==> config.mk <==
export PLATFORM = sky130hd
export DESIGN_NAME = mqe_ram
export DESIGN_NICKNAME = d
export VERILOG_FILES = /design/src/sv/mqe_ram.sv
export SDC_FILE = /design/constraint.sdc
export NUM_CORES = 1
export LEC_CHECK = 0
export ABC_CLOCK_PERIOD_IN_PS = 4300
export BUFFER_PORTS_ARGS = -buffer_cell sky130_fd_sc_hd__buf_2
export CORE_MARGIN = 1.5
export CORE_UTILIZATION = 35
export CTS_CLUSTER_SIZE = 28
export DETAILED_ROUTE_END_ITERATION = 16
export PLACE_DENSITY = 0.61
export REMOVE_ABC_BUFFERS = 1
export SLEW_MARGIN = 20
export SYNTH_ARGS = -nofsm -noshare
export SYNTH_HDL_FRONTEND = slang
export SYNTH_SLANG_ARGS = --single-unit
==> constraint.sdc <==
create_clock -name clk_i -period 4.3 [get_ports clk_i]
set_input_delay 0.43 -clock clk_i [delete_from_list [all_inputs] [get_ports clk_i]]
set_output_delay 0.43 -clock clk_i [all_outputs]
set_load 0.1 [all_outputs]
==> src/sv/mqe_ram.sv <==
// ----------------------------------------------------------------------------
// mqe_ram
// Generic single-write, single-read synchronous RAM with registered read.
// ----------------------------------------------------------------------------
module mqe_ram #(
  parameter int unsigned WIDTH = 32,
  parameter int unsigned DEPTH = 32,
  localparam int unsigned AW   = (DEPTH > 1) ? $clog2(DEPTH) : 1
) (
  input  logic             clk_i,
  input  logic             we_i,
  input  logic [AW-1:0]    waddr_i,
  input  logic [WIDTH-1:0] wdata_i,
  input  logic             re_i,
  input  logic [AW-1:0]    raddr_i,
  output logic [WIDTH-1:0] rdata_o
);

  logic [WIDTH-1:0] mem_q [DEPTH];
  logic [WIDTH-1:0] rdata_q;

  always_ff @(posedge clk_i) begin
    if (we_i) begin
      mem_q[waddr_i] <= wdata_i;
    end
    if (re_i) begin
      rdata_q <= mem_q[raddr_i];
    end
  end

  assign rdata_o = rdata_q;

endmodule

# Word-level counts from Yosys, hierarchy flattened
# Memories as Yosys holds them, arrays and structs flattened. A register that Yosys moved wholly into a read port is not among the register bits.
# Cells that the tools add are included.
# Widths: inputs -> output; s select.
# word_totals
ff_bits	0
ram_bits	1024
mem_count	1
# mem_list
name	words	width	rd	rd_ports_with_merged_regs	write_ports	line	text
mem_q	32	32	1	1	1	19	logic [WIDTH-1:0] mem_q [DEPTH];
# classes
n_mux	2
# ops
op	n
$mux 1	2

# Depth between registers and ports, before layout
# depth
depth_word	2
mapped_depth	8

# Least setup slack after synthesis
# Ideal clock, no wire load.
# synth_timing
path_kind	input to register
startpoint	in waddr_i[1]
endpoint	mem mem_q[12][0] (enable)
setup_time_ns	0.421
arrival_ns	2.443
slack_ns	1.436
stages	3
path_buffers	1
cell_sequence	or3b_2 > clkbuf_1 > nor2_1
# synth_rtl
item	line	text
start, declared	12	input logic [AW-1:0] waddr_i,
end, declared	19	
# Straight into the memory's write port.

==> flow_summary.yaml <==
run_status:
  status: "completed"
cts:
  cts_num_sinks: 1056
  cts.hold.buffers_added: 0
  cts_tree: "built"
  cts_buffer_depth: 3
  clockRootBuffer: "clkbuf_16"
  clk_pin_slew_ns: 0.06
  post-cts-setup-buffer-count: 0
  post_cts_resized: 0
  clk_latency_ns: 0.67
  cts_made_buffers: 100
  h-tree-depth: 3
timing:
  fin_worst_skew_ns: 0.0239
  hold_violations: 0
  slew_violations: 0
  fmax_mhz: 429
  setup_tns_ns: 0
  worst_pin_slew_ns: 1.11
  setup_viol_count_final: 0
  post-route-period-util: 0.542
  rsz0062_at_grt: "no"
  slew_headroom: 0.260
  layout_setup_ws_ns: 1.97
  min_period_ns: 2.33
finish:
  multi_input_area_um2: 8610
  fillerInstances: 10200
  drive_gt1_frac: 0.136
  area_growth_syn_to_layout_pct: 14.9
  layout.nets: 2426
  final_cell_count_no_fill: 3985
  design_area_um2: 46900
  regArea_um2: 31700
critical_path:
  path_max_fanout: 31
  path_class: "primary input to register"
  r2r_start: "mem_q[1][7]"
  endpoint: "rdata_o[23]"
  startpoint: "raddr_i[2]"
  rr_worst_depth: 5
  required_ns: 4.67
  rrSetupSlack_ns: 2.43
  critPathCaptureType: "register"
  cp.arrival_ns: 2.70
  reg2reg_to: "rdata_o[7]"
  worstSetupStartpointType: "primary input"
pwr:
  total_power_mw: 21.7
  leakage_nw: 16.0
  peakVddDrop_mv: 0.335
  power_density_nw_per_um2: 464
floorplan:
  die_area_um2: 119000
  start_util: 0.352
  core-area_um2: 116000
  die_h_um: 344
  die_w_um: 344
  boundaryPins: 77
  fp-row-count: 125
place:
  io_buffers: 76
  placed_area_um2: 43300
  gp_congestion: 0.784
  place_ws_ns: 1.33
  place_inst: 3792
  dpl.hpwl_mm: 57.2
routing:
  drc: 0
  wl_per_cell_um: 24.7
  dr.pass1.iters: 5
  vias: 20900
  ant_nets: 0
  vias_per_cell: 5.24
  drtIter0Drc: 1985
  totalWireLength_mm: 98.3
synthesis:
  synth_area_um2: 40800
  synth_flop_cell: "edfxtp_1"
  avgSynthCellArea_um2: 18.1
  syn_inst: 2260
  yosysWarnings: 0
  synth-seq-cells: 1056
  synth-seq-area-share: 0.777
  synth_edf_count: 1056
  netlist-cell-type-count: 24
  async_reset_ff_frac: 0
global_routing:
  grt_max_degree: 87
  grt_usage: 0.164
  grt.overflow.total: 0
  antenna_found_initial: 10
  grt_pass1_wl_mm: 143
  grt_pass1_vias: 20800
hold_path:
  hold_class: "primary input to register"
run:
  drv_cap: 0
-- cell usage after synthesis (2+ instances only) --
master	instances	area [um^2]
mux2i_1	512	5120
edfxtp_1	1056	31700
clkbuf_4	2	15.0
buf_1	5	18.8
a22o_1	64	561
a21oi_1	96	480
nor3_1	32	160
nand3_1	98	490
nor2_1	34	128
buf_6	15	169
nand2_1	98	368
a22oi_1	96	721
clkbuf_1	46	173
nand3b_1	5	37.5
a31oi_1	32	200
nand2b_1	2	12.5
or3b_2	3	26.3
buf_2	26	130
buf_4	33	248
-- per-stage QoR --
step                utilization  hold slack (ns)
floorplan                     -            0.529
global placement          0.372            0.654
detailed placement        0.374            0.666
CTS                       0.402            0.269
global route              0.405            0.311
finish                    0.405            0.305
-- worst min path at each step --
stage                   from            to  cells past startpoint  slack, ns
6_report         wdata_i[21]  mem_q[1][21]                      1       0.31
5_1_grt          wdata_i[27]  mem_q[6][27]                      1       0.31
4_1_cts          wdata_i[22]  mem_q[3][22]                      1       0.27
3_5_place_dp   mem_q[16][27]   rdata_o[27]                      4       0.67
3_3_place_gp   mem_q[16][27]   rdata_o[27]                      4       0.65
2_1_floorplan     wdata_i[0]   mem_q[0][0]                      0       0.53
-- where the power goes --
group	switching [mW]	internal, mW
sequential	0.0539	11.5
combinational	0.961	0.347
clock	3.69	5.20
-- state kept, by name, summed over array words and instances (netlist names) --
signal and cells:
mem_q 1024, rdata_o 32
-- logic make-up after synthesis --
kind of cell,after synthesis,share of synthesized area
flops,1056,0.777
mux,512,0.126
compound gates,288,0.0481
simple gates,277,0.0308
buf+inv,127,0.0185
-- worst max-delay path: stages --
cell and delay [ns]:
buf_2 0.13, nor2b_4 0.89, buf_4 0.34, a22o_1 0.14
nor3_1 0.05, a31oi_1 0.54, nand3_1 0.13
-- per-layer routing --
layer  track usage  vias up  wire length (um)
li1              -     9248                 -
met2         0.255      722             45200
met5             0        -                57
met3        0.0363      142              7890
met4        0.0406       10              1870
met1         0.234    10800             43300
-- area by class of cell --
type	count	area share
clock inverters	62	0.0154
well taps	1524	0.0407
flip-flops and latches	1056	0.676
multi-input cells	1077	0.184
diodes	3	0.000160
repair buffers	146	0.0290
clock buffers	117	0.0552
-- cells in the final DEF (no fill, tap or decap), types with 43 or more instances in the layout --
| cell type | n |
|---|---|
| a22oi_1 | 96 |
| a22o_1 | 64 |
| clkbuf_16 | 101 |
| buf_2 | 75 |
| nand2_1 | 97 |
| a21oi_1 | 96 |
| nand3_1 | 98 |
| buf_4 | 43 |
| edfxtp_1 | 1056 |
| mux2i_1 | 512 |
Power figures use the tool's default switching activity.
