===== src/sv/mqe_pkg.sv =====
// ----------------------------------------------------------------------------
// mqe_pkg
// Shared types and constants for the mailbox queue engine.
// ----------------------------------------------------------------------------
package mqe_pkg;

  localparam int unsigned MAILBOX_COUNT_DEF = 32;
  localparam int unsigned SLOTS_PER_BOX_DEF = 128;
  localparam int unsigned MESSAGE_WIDTH_DEF = 32;

  localparam int unsigned OP_W    = 3;
  localparam int unsigned ID_W    = 8;
  localparam int unsigned CAP_W   = 8;
  localparam int unsigned MSG_W   = 32;
  localparam int unsigned VALUE_W = 32;

  typedef enum logic [OP_W-1:0] {
    OP_INIT  = 3'd0,
    OP_ALLOC = 3'd1,
    OP_FREE  = 3'd2,
    OP_SEND  = 3'd3,
    OP_RECV  = 3'd4,
    OP_COUNT = 3'd5
  } op_e;

  typedef enum logic [1:0] {
    ST_IDLE = 2'd0,
    ST_META = 2'd1,
    ST_RESP = 2'd2
  } state_e;

  typedef struct packed {
    logic            init;
    logic            set;
    logic            clear;
    logic [ID_W-1:0] index;
  } alloc_cmd_t;

  typedef struct packed {
    logic            any;
    logic [ID_W-1:0] index;
  } free_info_t;

endpackage


===== src/sv/mqe_alloc_table.sv =====
// ----------------------------------------------------------------------------
// mqe_alloc_table
// Allocated flags of all mailboxes with lowest-free search.
// ----------------------------------------------------------------------------
module mqe_alloc_table
  import mqe_pkg::*;
#(
  parameter int unsigned MAILBOX_COUNT = MAILBOX_COUNT_DEF,
  localparam int unsigned IDW = (MAILBOX_COUNT > 1) ? $clog2(MAILBOX_COUNT) : 1
) (
  input  logic                     clk_i,
  input  logic                     rst_ni,
  input  alloc_cmd_t               cmd_i,
  output logic [MAILBOX_COUNT-1:0] allocated_o,
  output free_info_t               free_o
);

  logic [MAILBOX_COUNT-1:0] alloc_q, alloc_d;
  logic [IDW-1:0]           idx;

  assign idx = cmd_i.index[IDW-1:0];

  always_comb begin
    alloc_d = alloc_q;
    if (cmd_i.init) begin
      alloc_d = '0;
    end else if (cmd_i.set) begin
      alloc_d[idx] = 1'b1;
    end else if (cmd_i.clear) begin
      alloc_d[idx] = 1'b0;
    end
  end

  always_ff @(posedge clk_i or negedge rst_ni) begin
    if (!rst_ni) begin
      alloc_q <= '0;
    end else begin
      alloc_q <= alloc_d;
    end
  end

  // lowest-numbered free mailbox
  always_comb begin
    free_o.any   = ~&alloc_q;
    free_o.index = '0;
    for (int i = MAILBOX_COUNT - 1; i >= 0; i--) begin
      if (!alloc_q[i]) begin
        free_o.index = ID_W'(i);
      end
    end
  end

  assign allocated_o = alloc_q;

endmodule


===== config.mk =====
export PLATFORM = sky130hd
export DESIGN_NAME = mqe_alloc_table
export DESIGN_NICKNAME = d
export VERILOG_FILES = /design/src/sv/mqe_pkg.sv /design/src/sv/mqe_alloc_table.sv
export SDC_FILE = /design/constraint.sdc
export NUM_CORES = 1
export LEC_CHECK = 0
export BUFFER_PORTS_ARGS = -buffer_cell sky130_fd_sc_hd__buf_2
export CAP_MARGIN = 10
export CORE_ASPECT_RATIO = 1.1
export CORE_UTILIZATION = 30
export DETAILED_ROUTE_END_ITERATION = 16
export PLACE_DENSITY_LB_ADDON = 0.1
export SLEW_MARGIN = 20
export SYNTH_ARGS = -nofsm -noshare
export SYNTH_HDL_FRONTEND = slang
export SYNTH_SLANG_ARGS = --single-unit

===== constraint.sdc =====
create_clock -name clk_i -period 1.38 [get_ports clk_i]
set_clock_uncertainty 0.2 [all_clocks]
set_input_delay 0.069 -clock clk_i [delete_from_list [all_inputs] [get_ports clk_i]]
set_output_delay 0.069 -clock clk_i [all_outputs]
set_load 0.01 [all_outputs]

Word level (Yosys, flattened, before mapping) --
Index checks and enable logic that the tools add are counted.
Word-level totals: register bits after elaboration 32, bits in latches 0, bits in writable memories 0, memory bits (read-only) 0, output and inout port bits 41, memories 0
Cells by class: $add $sub $neg 0, $mul 0, div/mod/pow operators 0, order comparisons 2, equality and inequality tests 0, shifts and indexed selects 0, muxes and demuxes 37, bitwise logic cells 3, reduce and logical (&&, ||, !) cells 4
Operators with widths (number):
- $mux 8 | 31
- $mux 32 | 3
- $and 32x32->32 | 1
- $not 32->32 | 1
- $or 32x32->32 | 1
- $reduce_and 32->1 | 1
- $lt 5x6->1 const B | 1
- $demux 1 s5 | 1
- $ge 5x1->1 const B | 1
- $mux 5 | 1
- $reduce_bool 3->1 | 1
- $logic_and 1x1->1 | 1
- $logic_not 1->1 | 1
- $mux 1 | 1

Depth between registers and ports, before layout --
Gate-level depths: netlist (run 1).
word-level depth 32, depth in mapped cells 5, mapped depth without buffers 5

Least setup slack after synthesis (run 1) --
No wires, ideal clock.
path kind reg2out, start point reg alloc_q[4] (netlist: allocated_o[4]), end point out free_o[4] in the netlist's numbering, arrival time 1223 ps, path slack -112 ps, cell stages (with the launch flop) 4, cell sequence dfrtp_1 -> nand2_1 -> or3_4 -> nor4_2
RTL lines:
- from (decl) | line mqe_alloc_table.sv:18 | logic [MAILBOX_COUNT-1:0] alloc_q, alloc_d;
- from (signal assigned) | line mqe_alloc_table.sv:38 | alloc_q <= alloc_d;
- to (decl) | line mqe_alloc_table.sv:15 | output free_info_t free_o

==> impl_metrics.tcl, run 1 <==
set metrics [dict create \
    wl_met3_um 374 \
    cts_root_buf "clkbuf_8" \
    critPathKind "flip-flop to output port" \
    antenna_found_initial 0 \
    synth_edf_count 0 \
    num_io_pins 54 \
    startpoint_type "flip-flop" \
    multiInputGateArea_mm2 0.00107 \
    avgSynthCellArea_um2 8.06 \
    start_util_pct 31.0 \
    area_growth_pct 51.7 \
    n_antenna_cell 0 \
    synth-xor-area-share_pct 0 \
    synth-main-ff-cell "dfrtp_1" \
    rsz0062_at_grt "yes" \
    synthCells 237 \
    leakage_nw 1.36 \
    clk_path_buf_depth 2 \
    htreeDepth 2 \
    drc 0 \
    gr-usage-all-layers_pct 20.8 \
    die_w_um 78.1 \
    finalWorstSetupSlack_ps -419 \
    max_freq_mhz 556 \
    synth_seq_cells 32 \
    violations "setup timing" \
    maxCapViolations 0 \
    dieHeight_um 85.7 \
    synth_fa_ha_area_share_pct 0 \
    critPathCaptureType "output port" \
    vdd_ir_drop_max_mv 0.307 \
    grt_max_degree 33 \
    synth_simple_gate_area_share_pct 26.7 \
    routed_wl_mm 6.63 \
    setup_violations 6 \
    wl_met1_mm 2.91 \
    drt_iter0_drc 131 \
    fp.coreArea_mm2 0.00616 \
    num-fill-cells 644 \
    syn_area_mm2 0.00191 \
    final_core_util_pct 47.1 \
    clock_latency_ps 280 \
    muxShareOfSynthArea_pct 0 \
    hold_slack_ps 24.5 \
    synth_top_family_by_area "simple AND/OR/NAND/NOR gates" \
    vias 2166 \
    seq_area_frac_synth_pct 41.9 \
    seq_area_um2 803 \
    drv_slew 0 \
    placed_area_mm2 0.00266 \
    clk_pin_slew_ps 70 \
    power.density_mw_per_mm2 660 \
    dieArea_mm2 0.00669 \
    hp-class "primary input to flip-flop" \
    crit_arrival_ps 1530 \
    final_common_cell "buf_4" \
    drtPass1Iterations 4 \
    wl_per_cell_um 15.5 \
    finalCritPeriodShare_pct 130 \
    gp_congestion 0.840 \
    final_cell_area_mm2 0.00290 \
    ys_types 39 \
    port_buffers 47 \
    largest_reg_flops 32 \
    drive_gt1_share_pct 41.3 \
    nNetsFinal 362 \
    cts_buffers 5 \
    cts_tree "done" \
    yosysWarnings 0 \
    detail-route-antenna-nets 0 \
    cts.sinks 32 \
    final_cell_mix "buf_4 (57), nand2_1 (45), buf_2 (45)" \
    grt-ovfl-total 0 \
    critical_path.max_fanout 4 \
    top_layer_used "met4" \
    dr_wl_met2_mm 3.25 \
    crit_required_ps 1110 \
    dpl.hpwl_mm 4.72 \
    grt_pass1_vias 2075 \
    grt_pass1_wl_mm 10.6 \
    ff2ff_setup_slack_ps 240 \
    synth_compound_area_share_pct 25.1 \
    rows 30 \
    outcome "finished, violations left" \
    synthArstFlopShare_pct 100 \
    viasPerCell 5.05 \
    min_period_ps 1800 \
    hold_violations 0 \
]
cell families after synthesis:
group,Yosys count
AOI/OAI and AO/OA,90
buffers and inverters,20
DFF,32
other,1
and+or+nand+nor,94
metal layers:
| metal | GRT usage [%] | vias to the layer above |
|---|---|---|
| met5 | 0 | - |
| met4 | 7.24 | 0 |
| met3 | 2.77 | 8 |
| met2 | 34.4 | 65 |
| met1 | 27.9 | 1027 |
| li1 | - | 1066 |
power breakdown:
group | switching, mW | total, mW | internal [mW] | leakage [nW]
sequential | 0.0121 | 0.961 | 0.949 | 0.442
clock | 0.341 | 0.683 | 0.343 | 0.0410
combinational | 0.155 | 0.266 | 0.111 | 0.872
cell usage after synthesis (all sizes together) (2+ instances only):
cell type	instances	share of area, %
a21oi	40	10
a31oi	4	1.3
and3	2	0.72
and3b	3	1.4
buf	10	4.1
clkbuf	3	0.59
dfrtp	32	42
inv	7	1.4
nand2	47	9.2
nand3	5	1.3
nand3b	5	2.0
nand4	9	2.9
nor2	7	1.4
nor3	2	0.79
nor3b	3	2.0
o211ai	2	0.79
o21ai	40	11
or3	2	0.92
or3b	3	1.6
cell type report:
| type | count | area share [%] |
|---|---|---|
| Tap cell | 80 | 3.45 |
| Inverter | 7 | 0.907 |
| Clock buffer | 6 | 2.50 |
| Clock inverter | 1 | 0.173 |
| Timing Repair Buffer | 116 | 28.5 |
| Multi-Input combinational cell | 187 | 36.8 |
| Sequential cell | 32 | 27.7 |
critical path, cell delays in order, from the launching register on:
cell,delay (ps)
dfrtp_1,420
nand3_1,120
a21oi_2,200
o211ai_1,160
a21oi_1,200
buf_2,150
repair_timing:
action,CTS,global route
resized for setup,9,14
setup endpoints to repair,6,10
pin swaps,11,10
setup buffers,3,3
hold buffers,3,0
hold endpoints to repair,63,0
metrics by stage:
| step | TNS, ps | setup WS [ps] | cells | power, mW |
|---|---|---|---|---|
| floorplan | -28.9 | -25.6 | 239 | 1.09 |
| global placement | -809 | -190 | 413 | 1.23 |
| detailed placement | -748 | -172 | 413 | 1.23 |
| CTS | -2330 | -411 | 426 | 1.93 |
| global route | -3020 | -566 | 429 | 2.00 |
| finish | -2310 | -419 | 429 | 1.91 |
worst paths after layout:
kind / depth (start not counted) / end / startpoint
max: 5 / free_o[0] / allocated_o[6]$_DFFE_PN0P_
min: 5 / allocated_o[13]$_DFFE_PN0P_ / cmd_i[2]
max reg2reg: 4 / allocated_o[6]$_DFFE_PN0P_ / allocated_o[6]$_DFFE_PN0P_
min reg2reg: 2 / allocated_o[26]$_DFFE_PN0P_ / allocated_o[26]$_DFFE_PN0P_
max in group asynchronous: 3 / allocated_o[14]$_DFFE_PN0P_ / rst_ni
min in group asynchronous: 3 / allocated_o[21]$_DFFE_PN0P_ / rst_ni
Power figures use the tool's default switching activity.
==> inputs of run 2 (changes only) <==
--- a/config.mk
+++ b/config.mk
@@ -8,7 +8,7 @@
 export BUFFER_PORTS_ARGS = -buffer_cell sky130_fd_sc_hd__buf_2
 export CAP_MARGIN = 10
 export CORE_ASPECT_RATIO = 1.1
-export CORE_UTILIZATION = 30
+export CORE_UTILIZATION = 38
 export DETAILED_ROUTE_END_ITERATION = 16
 export PLACE_DENSITY_LB_ADDON = 0.1
 export SLEW_MARGIN = 20
==> run 2 against run 1 <==
The flow still finishes with violations (setup timing). Die area is 21% lower. Via count is 0.69% lower. Core utilization is 12 points higher. Fmax is 2.3% lower. Critical path depth is 1 higher. Worst setup slack worse by 42 ps. Cell area is 3.2% lower. Routed wire length is 3.3% lower. Cell count is 6.8% lower. Sequential share of layout area is 0.84 points higher. Critical path type unchanged. Largest cell class unchanged.
==> impl_metrics.tcl, run 2 (synthesis results as in run 1) <==
set metrics [dict create \
    outcome "finished, violations left" \
    grt_max_degree 33 \
    critical_path.max_fanout 5 \
    holdPathStages 5 \
    dieHeight_um 76.4 \
    final_cell_mix "buf_4 (55), nand2_1 (47), buf_2 (45)" \
    max_freq_mhz 543 \
    clk_path_buf_depth 2 \
    cts.sinks 32 \
    vdd_ir_drop_max_mv 0.516 \
    placed_area_mm2 0.00255 \
    n_antenna_cell 0 \
    finalWorstSetupSlack_ps -460 \
    dieArea_mm2 0.00532 \
    port_buffers 47 \
    largest_reg_flops 32 \
    viasPerCell 5.38 \
    ff2ff_path_depth 4 \
    cts_tree "done" \
    final_cells 400 \
    critPathKind "flip-flop to output port" \
    clock_latency_ps 280 \
    finalCritPeriodShare_pct 133 \
    start_util_pct 40.2 \
    dp_slack_ps -208 \
    hold_violations 0 \
    grt_pass1_wl_mm 10.7 \
    drc 0 \
    die_w_um 69.6 \
    critPathCaptureType "output port" \
    clk_pin_slew_ps 70 \
    area_growth_pct 46.8 \
    vias 2151 \
    startpoint_type "flip-flop" \
    detail-route-antenna-nets 0 \
    use_met3_pct 4.50 \
    placedCellCount 381 \
    grt-ovfl-total 0 \
    crit_arrival_ps 1570 \
    setup_violations 6 \
    grt_pass1_vias 2151 \
    wl_per_cell_um 16.0 \
    hp-class "primary input to flip-flop" \
    power.density_mw_per_mm2 699 \
    maxCapViolations 0 \
    nNetsFinal 356 \
    drive_gt1_share_pct 39.0 \
    num_io_pins 54 \
    gp_congestion 0.841 \
    rsz0062_at_grt "yes" \
    min_period_ps 1840 \
    num-fill-cells 454 \
    final_common_cell "buf_4" \
    fp.coreArea_mm2 0.00475 \
    rows 26 \
    gr-usage-all-layers_pct 25.9 \
    antenna_found_initial 0 \
    finalSetupTns_ps -2550 \
    crit_required_ps 1110 \
    leakage_nw 1.31 \
    routed_wl_mm 6.41 \
    final_cell_area_mm2 0.00280 \
    cts_root_buf "clkbuf_8" \
    cts_buffers 5 \
    drv_slew 0 \
    busiest_layer "met2" \
    violations "setup timing" \
    use_met2_pct 41.4 \
    htreeDepth 2 \
    dpl.hpwl_mm 4.53 \
    drt_iter0_drc 100 \
    drtPass1Iterations 4 \
    met1_usage_pct 33.9 \
]
-- run 2: cell count changes in the layout (fill, tap and decap cells not counted), sizes merged --
cell    previous run  this run
buf              113       107
clkbuf             6         8
clkinv             1         0
-- run 2: area by class of cell --
| type | instances | area [µm²] | area share, % |
|---|---|---|---|
| Clock buffer | 8 | 90.1 | 3.21 |
| Multi-Input combinational cell | 187 | 1060 | 37.8 |
| Tap cell | 56 | 70.1 | 2.50 |
| Timing Repair Buffer | 110 | 756 | 27.0 |
| Inverter | 7 | 26.3 | 0.937 |
| Sequential cell | 32 | 801 | 28.6 |
-- run 2: worst max-delay path, stage by stage (launching register included) --
cell,delay (ps)
dfrtp_1,410
buf_6,110
nand4_1,120
nand2b_1,220
nor3_4,190
nand3b_1,90
buf_2,140
-- run 2: path summary, 6_finish.rpt --
path | slack (ps) | startpoint | endpoint
max in group asynchronous | 530 | rst_ni | allocated_o[18]$_DFFE_PN0P_
min | 30 | cmd_i[3] | allocated_o[14]$_DFFE_PN0P_
max reg2reg | 210 | allocated_o[19]$_DFFE_PN0P_ | allocated_o[19]$_DFFE_PN0P_
min in group asynchronous | 150 | rst_ni | allocated_o[10]$_DFFE_PN0P_
min reg2reg | 390 | allocated_o[0]$_DFFE_PN0P_ | allocated_o[0]$_DFFE_PN0P_
max | -460 | allocated_o[30]$_DFFE_PN0P_ | free_o[8]
-- run 2: where the power goes --
part | leakage, nW | total, mW | switching [mW] | internal [mW]
logic | 0.819 | 0.254 | 0.153 | 0.101
registers | 0.445 | 0.961 | 0.0120 | 0.949
clock network | 0.0455 | 0.746 | 0.339 | 0.407
-- run 2: per-layer routing --
layer / share of wire (%) / vias to the layer above
met3: 5.9 / 15
met4: 2.4 / 0
li1: - / 1055
met1: 44 / 1001
met2: 47 / 80
met5: 0 / -
-- run 2: repair_timing --
item / 4_1_cts / 5_1_grt
setup endpoints to repair: 7 / 11
endpoints found under the hold margin: 49 / 0
pin swaps: 12 / 7
setup buffers: 7 / 1
gates resized for setup: 5 / 10
hold buffers: 3 / 0
-- run 2: per-stage QoR --
step / utilization [%] / power, mW / hold slack [ps]
2_1_floorplan: - / 1.09 / -427
3_3_place_gp: 53.8 / 1.22 / -71.7
3_5_place_dp: 53.8 / 1.22 / -77.0
4_1_cts: 57.9 / 1.97 / 22.0
5_1_grt: 59.0 / 2.05 / 69.2
6_report: 59.0 / 1.96 / 31.1
